`config.mk`:
```
export PLATFORM = sky130hd
export DESIGN_NAME = cfir_cell
export DESIGN_NICKNAME = d
export VERILOG_FILES = /design/src/rtl/core/cfir_cell.sv
export SDC_FILE = /design/constraint.sdc
export NUM_CORES = 1
export LEC_CHECK = 0
export ABC_AREA = 1
export BUFFER_PORTS_ARGS = -buffer_cell sky130_fd_sc_hd__buf_2
export CAP_MARGIN = 15
export CORE_MARGIN = 10
export CORE_UTILIZATION = 41
export DETAILED_ROUTE_END_ITERATION = 16
export PLACE_DENSITY = 0.79
export SLEW_MARGIN = 20
export SYNTH_ARGS = -nofsm -noshare
export SYNTH_HDL_FRONTEND = slang
export SYNTH_SLANG_ARGS = --single-unit
```
`constraint.sdc`:
```
create_clock -name clk_i -period 0.8 [get_ports clk_i]
set_input_delay 0.04 -clock clk_i [delete_from_list [all_inputs] [get_ports clk_i]]
set_output_delay 0.04 -clock clk_i [all_outputs]
set_load 0.005 [all_outputs]
```
`src/rtl/core/cfir_cell.sv`:
```
// One delay cell of the I/Q sample chain, shifting forward or rotating back.
module cfir_cell #(
  parameter int SAMPLE_BITS = 16
) (
  input  logic                          clk_i,
  input  logic                          rst_ni,
  input  logic                          shift_en_i,
  input  logic                          rot_en_i,
  input  logic signed [SAMPLE_BITS-1:0] prev_i_i,
  input  logic signed [SAMPLE_BITS-1:0] prev_q_i,
  input  logic signed [SAMPLE_BITS-1:0] next_i_i,
  input  logic signed [SAMPLE_BITS-1:0] next_q_i,
  output logic signed [SAMPLE_BITS-1:0] tap_i_o,
  output logic signed [SAMPLE_BITS-1:0] tap_q_o
);

  logic signed [SAMPLE_BITS-1:0] val_i_q;
  logic signed [SAMPLE_BITS-1:0] val_q_q;

  // A new sample pushes data toward older cells; a rotation pulls it back.
  always_ff @(posedge clk_i or negedge rst_ni) begin
    if (!rst_ni) begin
      val_i_q <= '0;
      val_q_q <= '0;
    end else if (shift_en_i) begin
      val_i_q <= prev_i_i;
      val_q_q <= prev_q_i;
    end else if (rot_en_i) begin
      val_i_q <= next_i_i;
      val_q_q <= next_q_i;
    end
  end

  assign tap_i_o = val_i_q;
  assign tap_q_o = val_q_q;

endmodule

```
# Word-level counts from Yosys, hierarchy flattened
# Index checks and enable logic that the tools add are counted.
[word_totals] output_inout_bits=32 in_bits=68 regBits=32
[classes] mux=4 reduce_logical=1
[op_table] operator="two-way mux 16 bit" n=4
[op_table] operator="nonzero test 2 bit" n=1

# Longest topological paths before layout
# Gate-level depths: netlist of the first run.
[depth] ltp_word=2 ltp_mapped=5 mapped_depth_nobuf=3

# Worst setup path before layout of the first run
# Ideal clock, no wire load.
[synth_timing] kind="in2reg" start="input rot_en_i" end="register val_i_q[10], in the netlist tap_i_o[10]" t_arrival_ps=479 stages=4 setup_slack_ps=197 n_path_buf=2 t_required_ps=676 cell_sequence="buf_4 > buf_4 > nand3_1 > nand3_1"
[synth_via] elab_chain_len=1
[synth_lines] element="start: declaration" line="8" text="input logic rot_en_i,"
[synth_lines] element="nonzero test 2 bit (no line)"
[synth_lines] element="end signal: assignment" line="26" text="val_i_q <= prev_i_i;"
[synth_lines] element="end signal: assignment" line="29" text="val_i_q <= next_i_i;"
[synth_lines] element="end: declaration" line="17" text="logic signed [SAMPLE_BITS-1:0] val_i_q;"
# No other way between the ends.
# A chain may end at the register's enable or synchronous reset.

# Worst setup path after layout of the first run
[layout_timing] start="register val_i_q[7], in the netlist tap_i_o[7]" end="output tap_i_o[7]"
[layout_rtl] element="end: declaration" line="13" text="output logic signed [SAMPLE_BITS-1:0] tap_i_o,"
# No word-level cell between the ends.

==> impl_results.md, run 1 <==
* Status: complete, but fails checks
* Violated checks: negative setup slack
* Util after Layout at 73.32%
* Crit path time final at 0.8350 ns
* Reg2Reg Depth at 3
* Clock Latency Late Sink at 0.27 ns
* CP max stage cell: dfrtp_1
* Pin count of the biggest net entering global routing at 33
* Initial Utilization at 43.84%
* Fill count at 270
* Initial antenna violation count at 1
* Num CTS Buffers at 5
* Hold-critical path depth at 3
* Die area at between 6000 and 7000 um2
* Root buf cell: clkbuf_8
* Post-synthesis sequential area ratio at 53.07%
* Pins Over Slew Limit at 0
* Setup violators final at 32
* Final worst path period share at 104.4%
* GRT Resource Usage Total at 16.23%
* Max Fclk at roughly 1200 MHz
* Power after layout at 3900 uW
* Share of layout cells above drive strength 1 at between 40% and 50%
* Syn Inst Count at 176
* Core area at approximately 3400 um2
* Async S/R FF share, synth at 100.0%
* Stages on the worst setup path at 1
* Switching power at 1017 uW
* Post-Syn Area at 1509 um2
* Area growth, synth to finish at 67.25%
* Worst slew pin tran at approximately 0.22 ns
* Post-DR vias/cell at 4.902
* Via count at 1,794
* Pwr dens at 1545 nW/um2
* Worst path bufs/invs at 1
* MaxCap Viol Count at 0
* DPL Wire Length at 3784 um
* Reg2reg setup slack at around 0.050 ns
* CP required at about 0.76 ns
* Synth warn at 0
* Clk network pwr share at 28.5%
* CTS tree: built
* Critical path peak fanout at 2
* CP delay by family, top: flip-flops
* Remaining DRCs at 0
* Main flop type after synthesis: dfrtp_1
* CP startpoint kind: register
* Initial DRC count at 74
* Skew final at 0 ns
* Synth top area share at 53.07%
* Antenna Violating Nets Remaining at 0
* Largest cells by area after synthesis: dfrtp_1 (53%), nand3_1 (21%), nand2_1 (16%), buf_6 (5.2%), buf_4 (2.0%)
* Slew headroom at 85.55%
* Reg clk slew, reported paths at 0.06 ns
* IO buf count at 99
* Die height at 80.67 um
* Synth cell types at 8
* Setup ws final at -0.03499 ns
* Slowest Stage Delay on Critical Path at 0.39 ns
* Clock buffer depth at 2
* Num ports at 100
* EDFF count, synth at 0
* Max IR drop VDD at 0.0009924 V
* Crit path DAT at just under 0.8 ns
* Row cnt at 21
* Synth cell count leaders: nand2_1 (64), nand3_1 (64), dfrtp_1 (32)
* Crit Path Class: register to output port
* RSZ-0062 raised after global routing: yes
* Cells along the critical path: buf_2
* Seq pwr share at 47.3%
* Synth Register Bits at 32
* Final hold violations at 0
* Sw frac at a little over a quarter
* Post-Syn Nets at 244
* WL/cell at 15.30 um
* Combinational power share at 24.1%
* Leak at 0.001359 uW
* Htree depth at 2
* Syn avg cell area at 8.574 um2
* GR Overflow Total at 0
* Int Pwr at 2883 uW
* Setup crit end kind: output port
* Layout Nets at 387
* Pre-antenna DRT Iters at 6
* Hold Crit Class: primary input to register
* Most area-hungry cell type in the Yosys netlist: dfrtp_1
* Setup TNS at -0.5309 ns
* Gpl congestion at 0.7630
* CTS sink cnt at 32
* Routed wire length at roughly 5600 um
* Vias in the first global route at 1,782
* Die W at 80.67 um
* First-pass GRT wire length at 8466 um
## what timing repair did
action | CTS | global route
hold buffers | 31 | 0
setup buffers | 3 | 7
endpoints found under the hold margin | 62 | 0
gates resized for setup | 0 | 2
endpoints found under the setup margin | 32 | 33
## final timing paths
path,start,to
worst min-delay path,next_q_i[5],tap_q_o[5]
min in group asynchronous,rst_ni,tap_i_o[2]
worst max register to register,tap_i_o[7],tap_i_o[7]
max in group asynchronous,rst_ni,tap_q_o[14]
worst max-delay path,tap_i_o[7],tap_i_o[7]
worst min register to register,tap_q_o[5],tap_q_o[5]
## cell families after synthesis
family	share of synthesized area [%]
simple gates	38.47
buf+inv	8.458
flops	53.07
## registers in the layout, summed over array words and instances (netlist names)
| name | cells |
|---|---|
| tap_i_o | 16 |
| tap_q_o | 16 |
## per-layer routing
layer / up-vias / wire length, um / track usage, %
li1: 867 / - / -
met2: 78 / 2905 / 29.14
met3: 6 / 533 / 6.013
met4: 0 / 34 / 4.498
met1: 843 / 2125 / 17.32
met5: - / 0 / 0
## stage by stage
| step | setup WS [ns] | cell area (um2) | instances | hold WS [ns] |
|---|---|---|---|---|
| finish | -0.03499 | 2524 | 366 | 0.01173 |
| global route | -0.06475 | 2524 | 366 | 0.01933 |
| CTS | -0.04060 | 2461 | 358 | 0.004128 |
| detailed placement | 0.02927 | 2051 | 317 | 0.01269 |
| global placement | 0.07627 | 2051 | 317 | 0.004644 |
| floorplan | 0.1966 | 1509 | 176 | -0.2556 |
## cells in the final DEF (no fill, tap or decap)
cell type / synthesis / routed
inv_2: 1 / 1
nand2_2: 0 / 1
nor2_8: 1 / 1
buf_2: 3 / 99
dfrtp_1: 32 / 32
nand3_1: 64 / 63
buf_12: 0 / 3
dlygate4sd3_1: 0 / 31
diode_2: 0 / 1
nand2_1: 64 / 63
buf_4: 4 / 17
clkinv_2: 0 / 1
nand3_2: 0 / 1
clkbuf_1: 0 / 1
clkbuf_8: 0 / 5
## worst reg2reg max path, delay by kind of cell, from the launching register on
family        cells  cell delay (ns)
flops             1             0.39
buf+inv           1             0.14
simple gates      2             0.12
## power by group through the flow
stage                     clock network, uW  registers (uW)  logic [uW]
after floorplan                           0            1890         300
after global placement                    0            1870         737
after detailed placement                  0            1870         754
after CTS                              1150            1840         893
after global routing                   1210            1860        1040
final                                  1110            1850         941
## final cells by class
cell class              count  area (um2)  area share [%]
diodes                      1       2.502         0.09916
clock buffers               6       72.57           2.876
clock inverters             1       5.005          0.1983
inverters                   1       3.754          0.1487
multi-input cells         129       588.1           23.30
flip-flops and latches     32       800.8           31.73
well taps                  46       57.56           2.281
repair buffers            150       993.5           39.37
Note: power is estimated with default switching activity, not from simulation.
==> run 2: changes to the inputs <==
- CAP_MARGIN: 15 -> 5
- SETUP_SLACK_MARGIN: default -> 0.02
- SKIP_LAST_GASP: default -> 1
==> run 2 against run 1 <==
- the flow still finishes with violations (negative setup slack)
- flip-flop and latch count is the same
- register-to-register slack is essentially flat
- count of clock-buffer cells in the layout is the same
- worst hold slack lost 0.0012 ns
- critical path type unchanged
==> impl_results.md, run 2 (synthesized netlist as in run 1, its figures left out) <==
* Reg2Reg Depth at 3
* WL/cell at 15.39 um
* CTS tree: built
* Skew final at 0 ns
* Die area at 6507 um2
* Layout Nets at 387
* GR Overflow Total at 0
* Area growth, synth to finish at 67.66%
* Gpl congestion at 0.7630
* Row cnt at 21
* Final worst path period share at 104.5%
* RR Startpoint: tap_i_o[7]
* Routed wire length at 5633 um
* Worst setup path endpoint: tap_i_o[7]
* CP delay by family, top: flip-flops
* GRT Resource Usage Total at 16.23%
* Final hold violations at 0
* CP startpoint kind: register
* Power after layout at 3905 uW
* IO buf count at 99
* Pin count of the biggest net entering global routing at 33
* Reg clk slew, reported paths at 0.06 ns
* Design area at 2530 um2
* Setup ws final at -0.03601 ns
* Core area at 3442 um2
* Root buf cell: clkbuf_8
* Fill count at 270
* Critical Path Source: tap_i_o[7]
* Via count at between 1.5k and 2k
* Critical path peak fanout at 2
* Reg2reg setup slack at ~0.05 ns
* Num CTS Buffers at 5
* CTS sink cnt at 32
* Slowest Stage Delay on Critical Path at 0.39 ns
* MaxCap Viol Count at 0
* Htree depth at 2
* Remaining DRCs at 0
* Pins Over Slew Limit at 0
* Pwr dens at approximately 1500 nW/um2
* Initial DRC count at 66
* Hold Crit Class: primary input to register
* Crit path time final at ~0.84 ns
* Clock Latency Late Sink at approximately 0.27 ns
* Crit Path Class: register to output port
* Slew headroom at 85.15%
* CP required at 0.76 ns
* Most common cell after layout, fill and taps aside: buf_2
* Worst slew pin tran at 0.2228 ns
* Setup crit end kind: output port
* DPL Wire Length at 3784 um
* Pre-antenna DRT Iters at 4
* Status: complete, but fails checks
* R2r endpoint: tap_i_o[7]
* Post-Place Cell Area at 2051 um2
* Die height at 80.67 um
* Initial antenna violation count at 1
* Multi-input logic area at between 500 and 600 um2
* Post-DR vias/cell at just under 5
* Leak at between 0.001 and 0.0015 uW
* Worst path bufs/invs at 1
* Clock buffer depth at 2
* Vias in the first global route at roughly 1.8k
* Share of layout cells above drive strength 1 at roughly 41%
* Max IR drop VDD at 0.0009840 V
* Setup violators final at 32
* First-pass GRT wire length at 8466 um
* Register area at 800.8 um2
* Antenna Violating Nets Remaining at 0
* Die W at around 80 um
* Violated checks: negative setup slack
* Stages on the worst setup path at 1
* Cells along the critical path: buf_2
* Crit path DAT at 0.80 ns
* Num ports at 100
* RSZ-0062 raised after global routing: yes
* Commonest cells after routing, fill and taps aside: buf_2 (99), nand3_1 (63), nand2_1 (62), dfrtp_1 (32), dlygate4sd3_1 (31)
* CP max stage cell: dfrtp_1
* Max Fclk at 1196 MHz
* Initial Utilization at 43.84%
run 2: what timing repair did:
action / 4_1_cts / 5_1_grt
gates resized for setup: 0 / 4
setup endpoints to repair: 32 / 34
buffers inserted: 3 / 7
endpoints found under the hold margin: 62 / 0
cloned: 0 / 0
hold buffers: 31 / 0
run 2: how the worst min path moves through the flow:
| stage | startpoint | end | slack, ns | cells after the start |
|---|---|---|---|---|
| 3_3_place_gp | rst_ni | tap_i_o[3] | 0.005 | 2 |
| 5_1_grt | next_q_i[5] | tap_q_o[5] | 0.02 | 3 |
| 2_1_floorplan | rst_ni | tap_i_o[0] | -0.26 | 0 |
| 4_1_cts | next_q_i[5] | tap_q_o[5] | 0.004 | 3 |
| 3_5_place_dp | rst_ni | tap_i_o[2] | 0.01 | 2 |
| 6_report | next_q_i[5] | tap_q_o[5] | 0.01 | 3 |
run 2: power breakdown:
group          switching, uW  internal, uW  leakage, uW
registers               76.6          1770     0.000388
logic                    421           525     0.000932
clock network            522           590    0.0000410
total                   1020          2890      0.00136
run 2: cell type report:
cell class / count / share of cell area (%)
well taps: 46 / 2.275
repair buffers: 150 / 39.42
multi-input cells: 129 / 23.34
clock inverters: 1 / 0.1978
diodes: 1 / 0.09891
clock buffers: 6 / 2.868
flip-flops and latches: 32 / 31.65
inverters: 1 / 0.1484
run 2: layer usage:
| metal | up-vias | global-route usage (%) | part of all wire [%] |
|---|---|---|---|
| li1 | 867 | - | - |
| met1 | 834 | 17.32 | 37 |
| met2 | 71 | 29.14 | 52 |
| met3 | 5 | 6.013 | 9.7 |
| met4 | 0 | 4.498 | 0.66 |
| met5 | - | 0 | 0 |
run 2: worst register-to-register path, cell delays in order (launching register included):
cell and delay [ns]:
dfrtp_1 0.39, buf_4 0.14, nand2_1 0.06, nand3_1 0.06
run 2: metrics by stage:
stage	hold slack, ns	util (%)	worst slack [ns]	TNS [ns]	std cells
after floorplan	-0.2556	-	0.1966	0	176
after global placement	0.004644	59.58	0.07627	0	317
after detailed placement	0.01269	59.58	0.02927	0	317
after CTS	0.004128	71.50	-0.04060	-0.8052	358
after global routing	0.01933	73.50	-0.06475	-1.452	366
final	0.01055	73.50	-0.03601	-0.5886	366
